### src/hw/rtl/mprgf_pkg.sv
// ----------------------------------------------------------------------------
// mprgf package
// shared types and constants of the multi-port gap framer
// ----------------------------------------------------------------------------
package mprgf_pkg;

   // bus widths
   localparam int CFG_W       = 16;
   localparam int PORT_W      = 2;
   localparam int BYTE_W      = 8;
   localparam int MASK_W      = 4;
   localparam int INDEX_W     = 8;
   localparam int REQ_TDATA_W = 16;
   localparam int REQ_TUSER_W = 2;
   localparam int RSP_TDATA_W = 24;
   localparam int CSR_ADDR_W  = 5;
   localparam int CSR_DATA_W  = 32;
   localparam int QUEUE_DEPTH = 2;

   // register reset values
   localparam logic [CFG_W-1:0]  OCTET_GAP_RST     = 16'd4;
   localparam logic [CFG_W-1:0]  SESSION_GAP_RST   = 16'd1000;
   localparam logic [CFG_W-1:0]  RADIO_GAP_RST     = 16'd2000;
   localparam logic [CFG_W-1:0]  FRAME_END_RST     = 16'd4;
   localparam logic [CFG_W-1:0]  TX_LIMIT_RST      = 16'd500;
   localparam logic [PORT_W-1:0] RADIO_PORT_RST    = 2'd0;

   // request opcodes
   typedef enum logic [1:0] {
      OP_TICK    = 2'd0,
      OP_RX_BYTE = 2'd1,
      OP_TX_DONE = 2'd2,
      OP_UNUSED  = 2'd3
   } opcode_type;

   // register word index
   typedef enum logic [2:0] {
      REG_OCTET_GAP   = 3'd0,
      REG_SESSION_GAP = 3'd1,
      REG_RADIO_GAP   = 3'd2,
      REG_FRAME_END   = 3'd3,
      REG_TX_LIMIT    = 3'd4,
      REG_RADIO_PORT  = 3'd5
   } reg_index_type;

   // classified command kind
   typedef enum logic [3:0] {
      CMD_NONE = 4'b0001,
      CMD_TICK = 4'b0010,
      CMD_BYTE = 4'b0100,
      CMD_TX   = 4'b1000
   } cmd_kind_type;

   typedef struct packed {
      cmd_kind_type        kind;
      logic [PORT_W-1:0]   port;
      logic [BYTE_W-1:0]   rx_byte;
   } cmd_type;

   typedef struct packed {
      logic [CFG_W-1:0]    octet_gap;
      logic [CFG_W-1:0]    session_gap;
      logic [CFG_W-1:0]    radio_gap;
      logic [CFG_W-1:0]    frame_end;
      logic [CFG_W-1:0]    tx_limit;
      logic [PORT_W-1:0]   radio_port;
   } cfg_type;

   // result fields, stored in the lowest bit
   typedef struct packed {
      logic                tx_done;
      logic [MASK_W-1:0]   tx_limit_mask;
      logic [MASK_W-1:0]   frame_end_mask;
      logic [INDEX_W-1:0]  byte_index;
      logic                session_reset;
      logic                frame_restart;
      logic                overflow_drop;
      logic                stored;
   } rsp_type;

   // queue occupancy, request side
   typedef struct packed {
      logic                not_full;
      logic                not_empty;
   } queue_status_type;

endpackage

### src/hw/rtl/mprgf_ram.sv
// ----------------------------------------------------------------------------
// mprgf ram
// generic single write port ram with registered read
// ----------------------------------------------------------------------------
module mprgf_ram #(
   parameter int WIDTH = 8,
   parameter int DEPTH = 1024,
   localparam int AW   = (DEPTH > 1) ? $clog2(DEPTH) : 1
) (
   input  logic             clock,
   input  logic             wr_en,
   input  logic [AW-1:0]    wr_addr,
   input  logic [WIDTH-1:0] wr_data,
   input  logic             rd_en,
   input  logic [AW-1:0]    rd_addr,
   output logic [WIDTH-1:0] rd_data
);

   logic [WIDTH-1:0] mem_ff [DEPTH];
   logic [WIDTH-1:0] rd_data_ff;

   // write port
   always_ff @(posedge clock) begin
      if (wr_en) begin
         mem_ff[wr_addr] <= wr_data;
      end
   end

   // registered read port
   always_ff @(posedge clock) begin
      if (rd_en) begin
         rd_data_ff <= mem_ff[rd_addr];
      end
   end

   assign rd_data = rd_data_ff;

endmodule

### src/hw/rtl/mprgf_front.sv
// ----------------------------------------------------------------------------
// mprgf front
// accepts request transfers and classifies them into commands
// ----------------------------------------------------------------------------
module mprgf_front
   import mprgf_pkg::*;
#(
   parameter int PORTS = 4
) (
   input  logic                    req_tvalid,
   output logic                    req_tready,
   input  logic [REQ_TDATA_W-1:0]  req_tdata,
   input  logic [REQ_TUSER_W-1:0]  req_tuser,
   input  queue_status_type        queue_status,
   output logic                    push,
   output cmd_type                 cmd
);

   opcode_type        opcode;
   logic [PORT_W-1:0] port;
   logic              port_ok;

   assign opcode  = opcode_type'(req_tuser);
   assign port    = req_tdata[PORT_W-1:0];
   assign port_ok = (32'(port) < PORTS);

   // classify; a byte or completion for an absent port does nothing
   always_comb begin
      cmd.port    = port;
      cmd.rx_byte = req_tdata[PORT_W +: BYTE_W];
      case (opcode)
         OP_TICK:    cmd.kind = CMD_TICK;
         OP_RX_BYTE: cmd.kind = port_ok ? CMD_BYTE : CMD_NONE;
         OP_TX_DONE: cmd.kind = port_ok ? CMD_TX : CMD_NONE;
         default:    cmd.kind = CMD_NONE;
      endcase
   end

   assign req_tready = queue_status.not_full;
   assign push       = req_tvalid & queue_status.not_full;

endmodule

### src/hw/rtl/mprgf_queue.sv
// ----------------------------------------------------------------------------
// mprgf queue
// two-entry command queue between front and back
// ----------------------------------------------------------------------------
module mprgf_queue
   import mprgf_pkg::*;
(
   input  logic              clock,
   input  logic              reset,
   input  logic              push,
   input  cmd_type           push_cmd,
   input  logic              pop,
   output cmd_type           head,
   output queue_status_type  status
);

   localparam int PTR_W = $clog2(QUEUE_DEPTH);
   localparam int CNT_W = $clog2(QUEUE_DEPTH + 1);

   cmd_type          entry_ff [QUEUE_DEPTH];
   logic [PTR_W-1:0] wr_ptr_ff, wr_ptr_in;
   logic [PTR_W-1:0] rd_ptr_ff, rd_ptr_in;
   logic [CNT_W-1:0] count_ff, count_in;

   // pointer and count update
   always_comb begin
      wr_ptr_in = wr_ptr_ff;
      rd_ptr_in = rd_ptr_ff;
      count_in  = count_ff;
      if (push) begin
         wr_ptr_in = (32'(wr_ptr_ff) == QUEUE_DEPTH - 1) ? '0 : wr_ptr_ff + 1'b1;
      end
      if (pop) begin
         rd_ptr_in = (32'(rd_ptr_ff) == QUEUE_DEPTH - 1) ? '0 : rd_ptr_ff + 1'b1;
      end
      if (push && !pop) begin
         count_in = count_ff + 1'b1;
      end else if (pop && !push) begin
         count_in = count_ff - 1'b1;
      end
   end

   always_ff @(posedge clock) begin
      if (reset) begin
         wr_ptr_ff <= '0;
         rd_ptr_ff <= '0;
         count_ff  <= '0;
      end else begin
         wr_ptr_ff <= wr_ptr_in;
         rd_ptr_ff <= rd_ptr_in;
         count_ff  <= count_in;
      end
   end

   // storage
   always_ff @(posedge clock) begin
      if (push) begin
         entry_ff[wr_ptr_ff] <= push_cmd;
      end
   end

   assign head             = entry_ff[rd_ptr_ff];
   assign status.not_full  = (32'(count_ff) < QUEUE_DEPTH);
   assign status.not_empty = (count_ff != '0);

endmodule

### src/hw/rtl/mprgf_back.sv
// ----------------------------------------------------------------------------
// mprgf back
// per-port counters, buffer append and the result register
// ----------------------------------------------------------------------------
module mprgf_back
   import mprgf_pkg::*;
#(
   parameter int PORTS        = 4,
   parameter int BUFFER_BYTES = 256
) (
   input  logic                    clock,
   input  logic                    reset,
   input  cfg_type                 cfg,
   input  cmd_type                 cmd,
   input  logic                    cmd_valid,
   output logic                    cmd_pop,
   output logic                    rsp_tvalid,
   input  logic                    rsp_tready,
   output logic [RSP_TDATA_W-1:0]  rsp_tdata
);

   localparam int PI_W   = (PORTS > 1) ? $clog2(PORTS) : 1;
   localparam int LEN_W  = $clog2(BUFFER_BYTES + 1);
   localparam int DEPTH  = PORTS * BUFFER_BYTES;
   localparam int ADDR_W = $clog2(DEPTH);

   logic [CFG_W-1:0] idle_ff  [PORTS];
   logic [CFG_W-1:0] idle_in  [PORTS];
   logic [CFG_W-1:0] quiet_ff [PORTS];
   logic [CFG_W-1:0] quiet_in [PORTS];
   logic [CFG_W-1:0] tx_ff    [PORTS];
   logic [CFG_W-1:0] tx_in    [PORTS];
   logic [LEN_W-1:0] len_ff   [PORTS];
   logic [LEN_W-1:0] len_in   [PORTS];

   logic             rsp_valid_ff, rsp_valid_in;
   rsp_type          rsp_ff, rsp_in;

   logic [PI_W-1:0]   pi;
   logic [CFG_W-1:0]  session_limit;
   logic              take;
   logic              wr_en;
   logic [ADDR_W-1:0] wr_addr;

   assign pi            = cmd.port[PI_W-1:0];
   assign session_limit = (cmd.port == cfg.radio_port) ? cfg.radio_gap : cfg.session_gap;
   assign take          = cmd_valid & (~rsp_valid_ff | rsp_tready);
   assign cmd_pop       = take;
   assign wr_addr       = ADDR_W'(32'(pi) * BUFFER_BYTES) + ADDR_W'(len_ff[pi]);

   // next state of the per-port counters and the result
   always_comb begin
      idle_in  = idle_ff;
      quiet_in = quiet_ff;
      tx_in    = tx_ff;
      len_in   = len_ff;
      rsp_in   = '0;
      wr_en    = 1'b0;
      if (take) begin
         case (cmd.kind)
            CMD_TICK: begin
               for (int i = 0; i < PORTS; i++) begin
                  if (idle_ff[i] < cfg.radio_gap) idle_in[i] = idle_ff[i] + 1'b1;
                  if (tx_ff[i] < cfg.tx_limit) tx_in[i] = tx_ff[i] + 1'b1;
                  if (quiet_ff[i] < cfg.frame_end) quiet_in[i] = quiet_ff[i] + 1'b1;
               end
            end
            CMD_BYTE: begin
               quiet_in[pi] = '0;
               idle_in[pi]  = '0;
               if (idle_ff[pi] >= cfg.octet_gap) begin
                  rsp_in.frame_restart = 1'b1;
                  rsp_in.session_reset = (idle_ff[pi] >= session_limit);
               end
               if (len_ff[pi] < LEN_W'(BUFFER_BYTES)) begin
                  wr_en             = 1'b1;
                  rsp_in.stored     = 1'b1;
                  rsp_in.byte_index = INDEX_W'(len_ff[pi]);
                  len_in[pi]        = len_ff[pi] + 1'b1;
               end else begin
                  rsp_in.overflow_drop = 1'b1;
                  len_in[pi]           = '0;
               end
            end
            CMD_TX: begin
               tx_in[pi]      = '0;
               rsp_in.tx_done = 1'b1;
            end
            default: begin
            end
         endcase
      end
      // masks after the step, absent ports read as zero
      for (int i = 0; i < MASK_W; i++) begin
         if (i < PORTS) begin
            rsp_in.frame_end_mask[i] = (quiet_in[i] >= cfg.frame_end);
            rsp_in.tx_limit_mask[i]  = (tx_in[i] >= cfg.tx_limit);
         end
      end
   end

   always_ff @(posedge clock) begin
      if (reset) begin
         for (int i = 0; i < PORTS; i++) begin
            idle_ff[i]  <= '0;
            quiet_ff[i] <= '0;
            tx_ff[i]    <= '0;
            len_ff[i]   <= '0;
         end
      end else begin
         idle_ff  <= idle_in;
         quiet_ff <= quiet_in;
         tx_ff    <= tx_in;
         len_ff   <= len_in;
      end
   end

   // result register, holds while the receiver stalls
   assign rsp_valid_in = take | (rsp_valid_ff & ~rsp_tready);

   always_ff @(posedge clock) begin
      if (reset) begin
         rsp_valid_ff <= 1'b0;
      end else begin
         rsp_valid_ff <= rsp_valid_in;
      end
   end

   always_ff @(posedge clock) begin
      if (take) begin
         rsp_ff <= rsp_in;
      end
   end

   assign rsp_tvalid = rsp_valid_ff;
   assign rsp_tdata  = RSP_TDATA_W'(rsp_ff);

   // receive buffers of all ports, one region per port
   mprgf_ram #(
      .WIDTH (BYTE_W),
      .DEPTH (DEPTH)
   ) u_store (
      .clock   (clock),
      .wr_en   (wr_en),
      .wr_addr (wr_addr),
      .wr_data (cmd.rx_byte),
      .rd_en   (1'b0),
      .rd_addr ('0),
      .rd_data ()
   );

endmodule

### src/hw/rtl/multi_port_rx_gap_framer_top.sv
// ----------------------------------------------------------------------------
// multi-port rx gap framer
// serial receive framer that marks frames and sessions by line silence
// ----------------------------------------------------------------------------
// Usage:
//   req channel carries ticks, received bytes and transmit completions
//   (tuser = opcode, tdata = port, rx_byte). Every request transfer gives
//   exactly one rsp transfer with the per-byte flags, buffer index and the
//   frame-end and transmit-limit masks of all ports.
//   Path: a request passes the command queue, then the result register,
//   before rsp_tvalid rises; a receiver stall can hold it in the queue.
//   Throughput: one request per cycle while the receiver does not stall;
//   all ports' counters update together in the back end and a byte costs one write on the store port.
//   The csr port writes the thresholds and the radio port index; writes
//   are meant for when no request is in flight.
//   Reset clears all counters and buffer lengths and loads the default
//   thresholds; buffer contents are not cleared, so no start-up pass.
//   When the receiver stalls, the result register holds, the two-entry
//   command queue fills, and req_tready falls once it is full.
// ----------------------------------------------------------------------------
module multi_port_rx_gap_framer_top
   import mprgf_pkg::*;
#(
   parameter int PORTS        = 4,
   parameter int BUFFER_BYTES = 256
) (
   input  logic                    clock,
   input  logic                    reset,
   // request: tdata = port[1:0], rx_byte[9:2], zero pad
   input  logic                    req_tvalid,
   output logic                    req_tready,
   input  logic [REQ_TDATA_W-1:0]  req_tdata,
   // request: tuser = opcode[1:0]
   input  logic [REQ_TUSER_W-1:0]  req_tuser,
   // result: tdata = stored, overflow_drop, frame_restart, session_reset,
   // byte_index[11:4], frame_end_mask[15:12], tx_limit_mask[19:16],
   // tx_done[20], zero pad
   output logic                    rsp_tvalid,
   input  logic                    rsp_tready,
   output logic [RSP_TDATA_W-1:0]  rsp_tdata,
   // register port
   input  logic                    csr_psel,
   input  logic                    csr_penable,
   input  logic                    csr_pwrite,
   input  logic [CSR_ADDR_W-1:0]   csr_paddr,
   input  logic [CSR_DATA_W-1:0]   csr_pwdata,
   output logic [CSR_DATA_W-1:0]   csr_prdata,
   output logic                    csr_pready
);

   cfg_type          cfg_ff, cfg_in;
   reg_index_type    reg_index;
   logic             csr_write;
   queue_status_type queue_status;
   logic             push;
   logic             pop;
   cmd_type          push_cmd;
   cmd_type          head_cmd;

   assign csr_pready = 1'b1;
   assign reg_index  = reg_index_type'(csr_paddr[CSR_ADDR_W-1:2]);
   assign csr_write  = csr_psel & csr_penable & csr_pwrite & csr_pready;

   // register write decode
   always_comb begin
      cfg_in = cfg_ff;
      if (csr_write) begin
         case (reg_index)
            REG_OCTET_GAP:   cfg_in.octet_gap   = csr_pwdata[CFG_W-1:0];
            REG_SESSION_GAP: cfg_in.session_gap = csr_pwdata[CFG_W-1:0];
            REG_RADIO_GAP:   cfg_in.radio_gap   = csr_pwdata[CFG_W-1:0];
            REG_FRAME_END:   cfg_in.frame_end   = csr_pwdata[CFG_W-1:0];
            REG_TX_LIMIT:    cfg_in.tx_limit    = csr_pwdata[CFG_W-1:0];
            REG_RADIO_PORT:  cfg_in.radio_port  = csr_pwdata[PORT_W-1:0];
            default: begin
            end
         endcase
      end
   end

   always_ff @(posedge clock) begin
      if (reset) begin
         cfg_ff.octet_gap   <= OCTET_GAP_RST;
         cfg_ff.session_gap <= SESSION_GAP_RST;
         cfg_ff.radio_gap   <= RADIO_GAP_RST;
         cfg_ff.frame_end   <= FRAME_END_RST;
         cfg_ff.tx_limit    <= TX_LIMIT_RST;
         cfg_ff.radio_port  <= RADIO_PORT_RST;
      end else begin
         cfg_ff <= cfg_in;
      end
   end

   // register read mux
   always_comb begin
      case (reg_index)
         REG_OCTET_GAP:   csr_prdata = CSR_DATA_W'(cfg_ff.octet_gap);
         REG_SESSION_GAP: csr_prdata = CSR_DATA_W'(cfg_ff.session_gap);
         REG_RADIO_GAP:   csr_prdata = CSR_DATA_W'(cfg_ff.radio_gap);
         REG_FRAME_END:   csr_prdata = CSR_DATA_W'(cfg_ff.frame_end);
         REG_TX_LIMIT:    csr_prdata = CSR_DATA_W'(cfg_ff.tx_limit);
         REG_RADIO_PORT:  csr_prdata = CSR_DATA_W'(cfg_ff.radio_port);
         default:         csr_prdata = '0;
      endcase
   end

   mprgf_front #(
      .PORTS (PORTS)
   ) u_front (
      .req_tvalid   (req_tvalid),
      .req_tready   (req_tready),
      .req_tdata    (req_tdata),
      .req_tuser    (req_tuser),
      .queue_status (queue_status),
      .push         (push),
      .cmd          (push_cmd)
   );

   mprgf_queue u_queue (
      .clock    (clock),
      .reset    (reset),
      .push     (push),
      .push_cmd (push_cmd),
      .pop      (pop),
      .head     (head_cmd),
      .status   (queue_status)
   );

   mprgf_back #(
      .PORTS        (PORTS),
      .BUFFER_BYTES (BUFFER_BYTES)
   ) u_back (
      .clock      (clock),
      .reset      (reset),
      .cfg        (cfg_ff),
      .cmd        (head_cmd),
      .cmd_valid  (queue_status.not_empty),
      .cmd_pop    (pop),
      .rsp_tvalid (rsp_tvalid),
      .rsp_tready (rsp_tready),
      .rsp_tdata  (rsp_tdata)
   );

endmodule

### config.mk
export PLATFORM = sky130hd
export DESIGN_NAME = multi_port_rx_gap_framer_top
export DESIGN_NICKNAME = d
export VERILOG_FILES = /design/src/hw/rtl/mprgf_pkg.sv /design/src/hw/rtl/mprgf_ram.sv /design/src/hw/rtl/mprgf_front.sv /design/src/hw/rtl/mprgf_queue.sv /design/src/hw/rtl/mprgf_back.sv /design/src/hw/rtl/multi_port_rx_gap_framer_top.sv
export SDC_FILE = /design/constraint.sdc
export NUM_CORES = 1
export LEC_CHECK = 0
export BUFFER_PORTS_ARGS = -buffer_cell sky130_fd_sc_hd__clkbuf_2
export CAP_MARGIN = 30
export CORE_UTILIZATION = 36
export CTS_CLUSTER_SIZE = 40
export DETAILED_ROUTE_END_ITERATION = 8
export GPL_TIMING_DRIVEN = 0
export PLACE_DENSITY = 0.54
export SLEW_MARGIN = 20
export SYNTH_ARGS = -nofsm -noshare
export SYNTH_HDL_FRONTEND = slang
export SYNTH_SLANG_ARGS = --single-unit
### constraint.sdc
create_clock -name clock -period 3.8 [get_ports clock]
set_input_delay 0.38 -clock clock [delete_from_list [all_inputs] [get_ports clock]]
set_output_delay 0.38 -clock clock [all_outputs]
set_load 0.01 [all_outputs]
==> summary.txt, run 1 <==
reg-to-reg critical path endpoint: u_back.rsp_tdata[18]$_DFFE_PP_
clk buf depth: 3
Min-Delay Startpoint: req_tuser[1]
Arrival @ worst endpoint: 4.34 ns
share of the synthesized area in the top cell type: 23.20%
worst-margin pin slew: 1.165 ns
GRT Util Overall: 29.84%
post-synthesis sequential area ratio: 26.83%
Slew HR: 22.06%
leading post-synthesis cells by cell area: dfxtp_1 23%, ha_1 16%, nand2_1 6.3%
Initial Utilization: 36.51%
Hold Crit Endpoint: u_queue.entry_ff[0][12]$_DFFE_PP_
die area: 76850 um^2
GP Congestion: 1.001
first-pass GRT wire length: 174600 um
worst hold-check path type: primary input to flip-flop
nets: 4251
Placement Rows: 100
Avg WL per Cell: 24.76 um
Area Overhead vs Synth: 26.52%
CP Capture Type: flip-flop
CP max stage cell: dfxtp_4
commonest non-fill, non-tap cells in the layout: 453 x nand2_1, 320 x ha_1, 283 x dfxtp_1
worst vdd ir: 0.0003605 V
remaining antenna violation count: 0
Root Driver: clkbuf_16
Initial DRT Pass Iterations: 7
CTS tree: done
total negative slack: -1.043 ns
Yosys reg bits: 349
syn avg cell area: 7.832 um^2
RSZ-0062 raised after global routing: yes
minimum clock period: 4.029 ns
initial antenna violation count: 0
Final WS setup: -0.2288 ns
TritonCTS Sinks: 349
Leakage: 0.01427 uW
CP bufs+invs: 3
total gr overflow: 0
cell taking the most area after synthesis: dfxtp_1
Die Span X: 277.2 um
max_cap viols: 0
Hold Vio Cnt, Final: 0
Crit Reg-Reg Startpoint: cfg_ff[11]$_SDFFE_PP0P_
startpoint types: flip-flop
count of cell types in the netlist: 89
mapped cell area: 27270 um^2
worst-skew pair later-pin latency: 0.62 ns
CORE AREA: 74700 um^2
power density over cell area: 358.5 nW/um^2
final worst path period share: 106.0%
TritonCTS Buffers: 45
via/cell ratio: 6.144
critical path class: flip-flop to flip-flop
drt drc: 0
Pwr Total: 12370 uW
R2R depth: 17
async set-reset flop share out of synthesis: 0%
I/O pins: 121
status: complete, but fails checks
reg-to-reg slack, setup: -0.23 ns
Hold Crit Depth: 2
Critical Path RT: 4.12 ns
CP cell instances: clkinvlp_4 > buf_12 > ha_4 > and3_4 > a221o_1 > and3_4 > a2111oi_4 > and3_1 > buf_6 > nand3_4 > or3_1 > o21ai_2 > ha_1 > a21o_1 > a211o_1 > a211oi_2 > a21oi_2
CP max stage delay: 0.37 ns
layout cells sized above 1: 19.87%
IO Port Bufs: 65
Detailed Place HPWL: 83570 um
most common cell after layout, fill and taps aside: nand2_1
via count of the routed design: 29745
failing checks: setup timing
cell count after synthesis: 3482
WL final: 119900 um
critical path peak fanout: 8
Post-synth EDFFs: 33
Max Slew Vio Count: 0
initial DRC count: 3702
final setup vio count: 8
Crit path max-delay family: compound AO/OA/AOI/OAI gates
Max H-tree Level: 2
YS warnings: 0
Worst Skew: 0.04935 ns
pin count of the biggest net entering global routing: 20
vias in the first global route: 27113
cell repeated most along the worst path: and3_4
die height: 277.2 um
fin util: 46.19%
worst slack, placed: -2.063 ns
Top FF cell, synth: dfxtp_1
Max Clock Freq: 0.2482 GHz
Clk pin slew, worst setup/hold paths: 0.06 ns
per-stage QoR:
step / instance area [um^2] / hold WS, ns / std cells
after global routing: 34500 / 0.09914 / 4840
after global placement: 28880 / 0.4407 / 4534
final: 34500 / 0.09977 / 4841
after detailed placement: 29070 / 0.4454 / 4547
after CTS: 33790 / 0.07363 / 4807
after floorplan: 27340 / 0.4248 / 3500
final cells by class:
cell class                 instances  area [um^2]
antenna                            1        2.502
timing repair buffer             292         2574
clock inverter                    15        197.7
buffer                           209         1240
multi-input combinational       2829        20050
inverter                         109        538.0
tap                              969         1212
sequential                       349         7391
fill                            7406        40200
clock buffer                      68         1292
Yosys cell counts (20+ instances only):
cell,count
dfxtp_1,316
buf_4,22
a41oi_1,22
clkbuf_1,127
or3_1,56
edfxtp_1,33
o22ai_1,24
a21oi_1,291
and3_1,73
a22o_1,21
buf_1,25
a21o_1,121
buf_2,35
o31ai_1,61
nor2_1,174
and2_1,48
inv_1,107
mux2i_1,55
nand2_1,461
nand4_1,74
nor3_1,33
a211oi_1,48
o211ai_1,42
a31oi_1,146
o21a_1,20
nand3_1,148
o21ai_0,240
nor2b_1,26
nand2b_1,45
ha_1,354
report_power, final:
group          internal, uW  total, uW  leakage [uW]  switching (uW)
combinational          1300       3790        0.0107            2490
clock                  2570       4470      0.000733            1900
sequential             3940       4110       0.00288             169
how the worst max path moves through the flow:
stage	slack, ns	to	cells past startpoint	startpoint
global route	-0.33	u_back.rsp_tdata[18]$_DFFE_PP_	17	cfg_ff[11]$_SDFFE_PP0P_
detailed placement	-2.06	u_back.rsp_tdata[19]$_DFFE_PP_	18	rsp_tready
floorplan	0.003	u_back.rsp_tdata[18]$_DFFE_PP_	16	cfg_ff[12]$_SDFFE_PP0P_
finish	-0.23	u_back.rsp_tdata[18]$_DFFE_PP_	17	cfg_ff[11]$_SDFFE_PP0P_
global placement	-3.14	u_back.rsp_tdata[18]$_DFFE_PP_	17	rsp_tready
CTS	-0.24	u_back.rsp_tdata[18]$_DFFE_PP_	19	cfg_ff[11]$_SDFFE_PP0P_
kinds of logic after synthesis:
| family | share of synthesized area (%) |
|---|---|
| other | 0.02754 |
| adder cells (fa/ha/maj) | 16.24 |
| flip-flops | 26.83 |
| buffers and inverters | 5.006 |
| XOR/XNOR | 0.4175 |
| AO/OA/AOI/OAI | 27.75 |
| AND/OR/NAND/NOR | 21.20 |
| multiplexers | 2.523 |
layer usage:
layer,vias up,track usage [%],wire length [um]
met5,-,0,0
met4,0,12.69,5114
met3,294,4.784,11010
met2,1501,46.12,52220
met1,14202,40.87,51510
li1,13748,-,-
sequential cells by signal (all words and copies together) (netlist names), named ones only:
signal             cells
cfg_ff                82
u_back.idle_ff        64
u_back.len_ff         36
u_back.quiet_ff       64
u_back.rsp_tdata      21
u_back.rsp_tvalid      1
u_back.tx_ff          64
u_queue.count_ff       2
u_queue.entry_ff      12
u_queue.rd_ptr_ff      1
u_queue.wr_ptr_ff      1
timing repair:
action,in CTS,in global routing
endpoints found under the hold margin,4,0
buffers inserted,180,35
setup endpoints to repair,32,10
cloned,0,1
pin swaps,126,104
hold buffers,2,0
gates resized for setup,413,111
Note: power is estimated with default switching activity, not from simulation.
==> run 2, diff against run 1 <==
--- a/config.mk
+++ b/config.mk
@@ -7,11 +7,12 @@
 export LEC_CHECK = 0
 export BUFFER_PORTS_ARGS = -buffer_cell sky130_fd_sc_hd__clkbuf_2
 export CAP_MARGIN = 30
-export CORE_UTILIZATION = 36
+export CORE_UTILIZATION = 45
 export CTS_CLUSTER_SIZE = 40
 export DETAILED_ROUTE_END_ITERATION = 8
 export GPL_TIMING_DRIVEN = 0
-export PLACE_DENSITY = 0.54
+export PLACE_DENSITY = 0.65
+export REMOVE_ABC_BUFFERS = 1
 export SLEW_MARGIN = 20
 export SYNTH_ARGS = -nofsm -noshare
 export SYNTH_HDL_FRONTEND = slang
==> run 2 against run 1 <==
The flow still finishes with violations (setup timing). Die area down 20%. Clock skew down 0.030 ns. Sequential share of layout area up 0.74 points. Clock power up 3%. Register-to-register slack worse by 0.07 ns. Combinational power down 9.2%. Flip-flop and latch count unchanged. Cell area down 3.7%. Core utilization up 9.7 points. Power down 1.7%. Clock-buffer cell count down 16. Critical path depth up 3.
==> summary.txt, run 2 (synthesis results as in run 1) <==
status: complete, but fails checks
failing checks: setup timing
TritonCTS Buffers: 44 (-2.2%)
cell repeated most along the worst path: a21o_1
Initial Utilization: 45.86% (+9.4 points)
CP cell instances: clkinvlp_4 > buf_4 > buf_6 > buf_6 > ha_4 > a21o_1 > a211oi_2 > o211ai_1 > a21oi_4 > buf_6 > nand3_2 > o21ai_1 > ha_1 > a21o_1 > a21o_1 > a21o_1 > a21oi_2 > o21ai_2 > a221oi_2 > o21ai_2
WL final: 94190 um (-21%)
most common cell after layout, fill and taps aside: nand2_1
reg-to-reg critical path endpoint: u_back.rsp_tdata[12]$_DFFE_PP_
Largest Register: cfg_ff
dpl cells: 4163 (-8.4%)
CTS tree: done
Max Clock Freq: 0.2441 GHz (-1.7%)
GP Congestion: 0.9031 (-9.7%)
Initial DRT Pass Iterations: 6 (-1)
initial DRC count: 3293 (-11%)
Area Overhead vs Synth: 21.80%
Layout Cells excl Fill: 4459 (-7.9%)
CP max stage delay: 0.36 ns (about the same)
final worst path period share: 107.8% (+1.8 points)
Avg WL per Cell: 21.12 um (-15%)
initial antenna violation count: 4 (+4)
worst vdd ir: 0.0003162 V (-12%)
n_diodes: 0 (-1)
drt drc: 0 (unchanged)
total negative slack: -1.338 ns (-0.2942 ns)
Worst Skew: 0.01915 ns (-0.03021 ns)
worst hold-check path type: primary input to flip-flop
Die Span X: 248.2 um (-10%)
Placement Rows: 89 (-11%)
clk buf depth: 3 (unchanged)
Detailed Place HPWL: 61220 um (-27%)
nets: 4066 (-4.4%)
reg-to-reg slack, setup: -0.30 ns (-0.07 ns)
power density over cell area: 366.1 nW/um^2 (+2.1%)
worst-skew pair later-pin latency: 0.60 ns (-0.02 ns)
die height: 248.2 um (-10%)
die area: 61590 um^2 (-20%)
critical path class: flip-flop to flip-flop
hold slack: 0.07785 ns (-0.02191 ns)
pin count of the biggest net entering global routing: 80 (+300%)
CP max stage cell: dfxtp_2
Hold Crit Depth: 3 (+1)
Arrival @ worst endpoint: 4.43 ns (+0.09 ns)
via/cell ratio: 6.318 (+2.8%)
via count of the routed design: 28171 (-5.3%)
TritonCTS Sinks: 349 (unchanged)
max FFs per register: 82 (unchanged)
Root Driver: clkbuf_16
total gr overflow: 0 (unchanged)
first-pass GRT wire length: 143700 um (-18%)
commonest non-fill, non-tap cells in the layout: 452 x nand2_1, 332 x ha_1, 294 x dfxtp_1
minimum clock period: 4.097 ns (+0.06833 ns)
GRT Util Overall: 29.52% (-0.32 points)
Min-Delay Startpoint: csr_pwdata[7]
Leakage: 0.01376 uW (-3.6%)
R2R depth: 20 (+3)
vias in the first global route: 25376 (-6.4%)
startpoint types: flip-flop
RSZ-0062 raised after global routing: yes
worst-margin pin slew: 1.187 ns (+0.02183 ns)
Max H-tree Level: 2 (unchanged)
Critical Path RT: 4.13 ns (about the same)
Slew HR: 20.60% (-1.5 points)
Crit Reg-Reg Startpoint: cfg_ff[22]$_SDFFE_PP0P_
I/O pins: 121 (unchanged)
final setup vio count: 8 (unchanged)
Hold Vio Cnt, Final: 0 (unchanged)
IO Port Bufs: 68 (+4.6%)
Hold Crit Endpoint: cfg_ff[25]$_SDFFE_PP0P_
critical path peak fanout: 4 (-4)
Clk pin slew, worst setup/hold paths: 0.07 ns (about the same)
CP Capture Type: flip-flop
max_cap viols: 0 (unchanged)
remaining antenna violation count: 0 (unchanged)
Final WS setup: -0.2972 ns (-0.06833 ns)
layout cells sized above 1: 17.53% (-2.3 points)
Max Slew Vio Count: 0 (unchanged)
worst slack, placed: -1.971 ns (+0.09275 ns)
CORE AREA: 59460 um^2 (-20%)
[run 2: cell types whose count changed in the layout (fill, tap and decap cells not counted), sizes merged, moves of 2 or more]
cell,change
clkbuf,-129
clkinvlp,-2
buf,-73
bufinv,+3
clkinv,+10
inv,+4
[run 2: worst max-delay path, delay by kind of cell (launching register included)]
| kind | cells | cell delay (ns) |
|---|---|---|
| DFF | 1 | 0.36 |
| and+or+nand+nor | 1 | 0.08 |
| buffers and inverters | 5 | 0.76 |
| adders and majority gates | 2 | 0.40 |
| AOI/OAI and AO/OA | 12 | 2.22 |
[run 2: timing repair]
item                                    CTS  global route
pin swaps                                93            84
buffers inserted                        158            47
endpoints found under the hold margin     4             0
gates resized for setup                 230            84
endpoints found under the setup margin  101            11
hold buffers                              2             0
gates cloned                              1             3
[run 2: through the flow]
step	utilization (%)	area (um^2)	power (uW)
2_1_floorplan	-	26380	5839
3_3_place_gp	46.56	27690	6903
3_5_place_dp	47.84	28450	7131
4_1_cts	54.48	32400	11980
5_1_grt	55.86	33210	12620
6_report	55.86	33210	12160
[run 2: how the worst max path moves through the flow]
stage	endpoint	startpoint	slack, ns
finish	u_back.rsp_tdata[12]$_DFFE_PP_	cfg_ff[22]$_SDFFE_PP0P_	-0.30
global route	u_back.rsp_tdata[13]$_DFFE_PP_	flip-flop	-0.39
CTS	u_back.rsp_tdata[18]$_DFFE_PP_	cfg_ff[11]$_SDFFE_PP0P_	-0.15
detailed placement	u_back.rsp_tdata[12]$_DFFE_PP_	flip-flop	-1.97
global placement	u_back.idle_ff[26]$_SDFFE_PP0P_	reset	-11.70
floorplan	u_back.rsp_tdata[13]$_DFFE_PP_	rsp_tready	-3.66
[run 2: area by class of cell]
type,count,area [um^2]
well taps,773,967.2
flip-flops and latches,349,7360
fillers,5339,26250
clock inverters,30,374.1
inverters,109,500.5
multi-input cells,2831,19920
repair buffers,315,2910
clock buffers,52,1181
[run 2: layer usage]
layer  routed length, um  GRT usage [%]
met2               40690          45.16
met4                3349          11.37
met5                  48              0
met1               41520          40.83
met3                8586          5.548
[run 2: power by group]
group	internal (uW)	switching, uW	total [uW]
clock	2720	1870	4590
combinational	1230	2210	3440
sequential	3950	185	4140
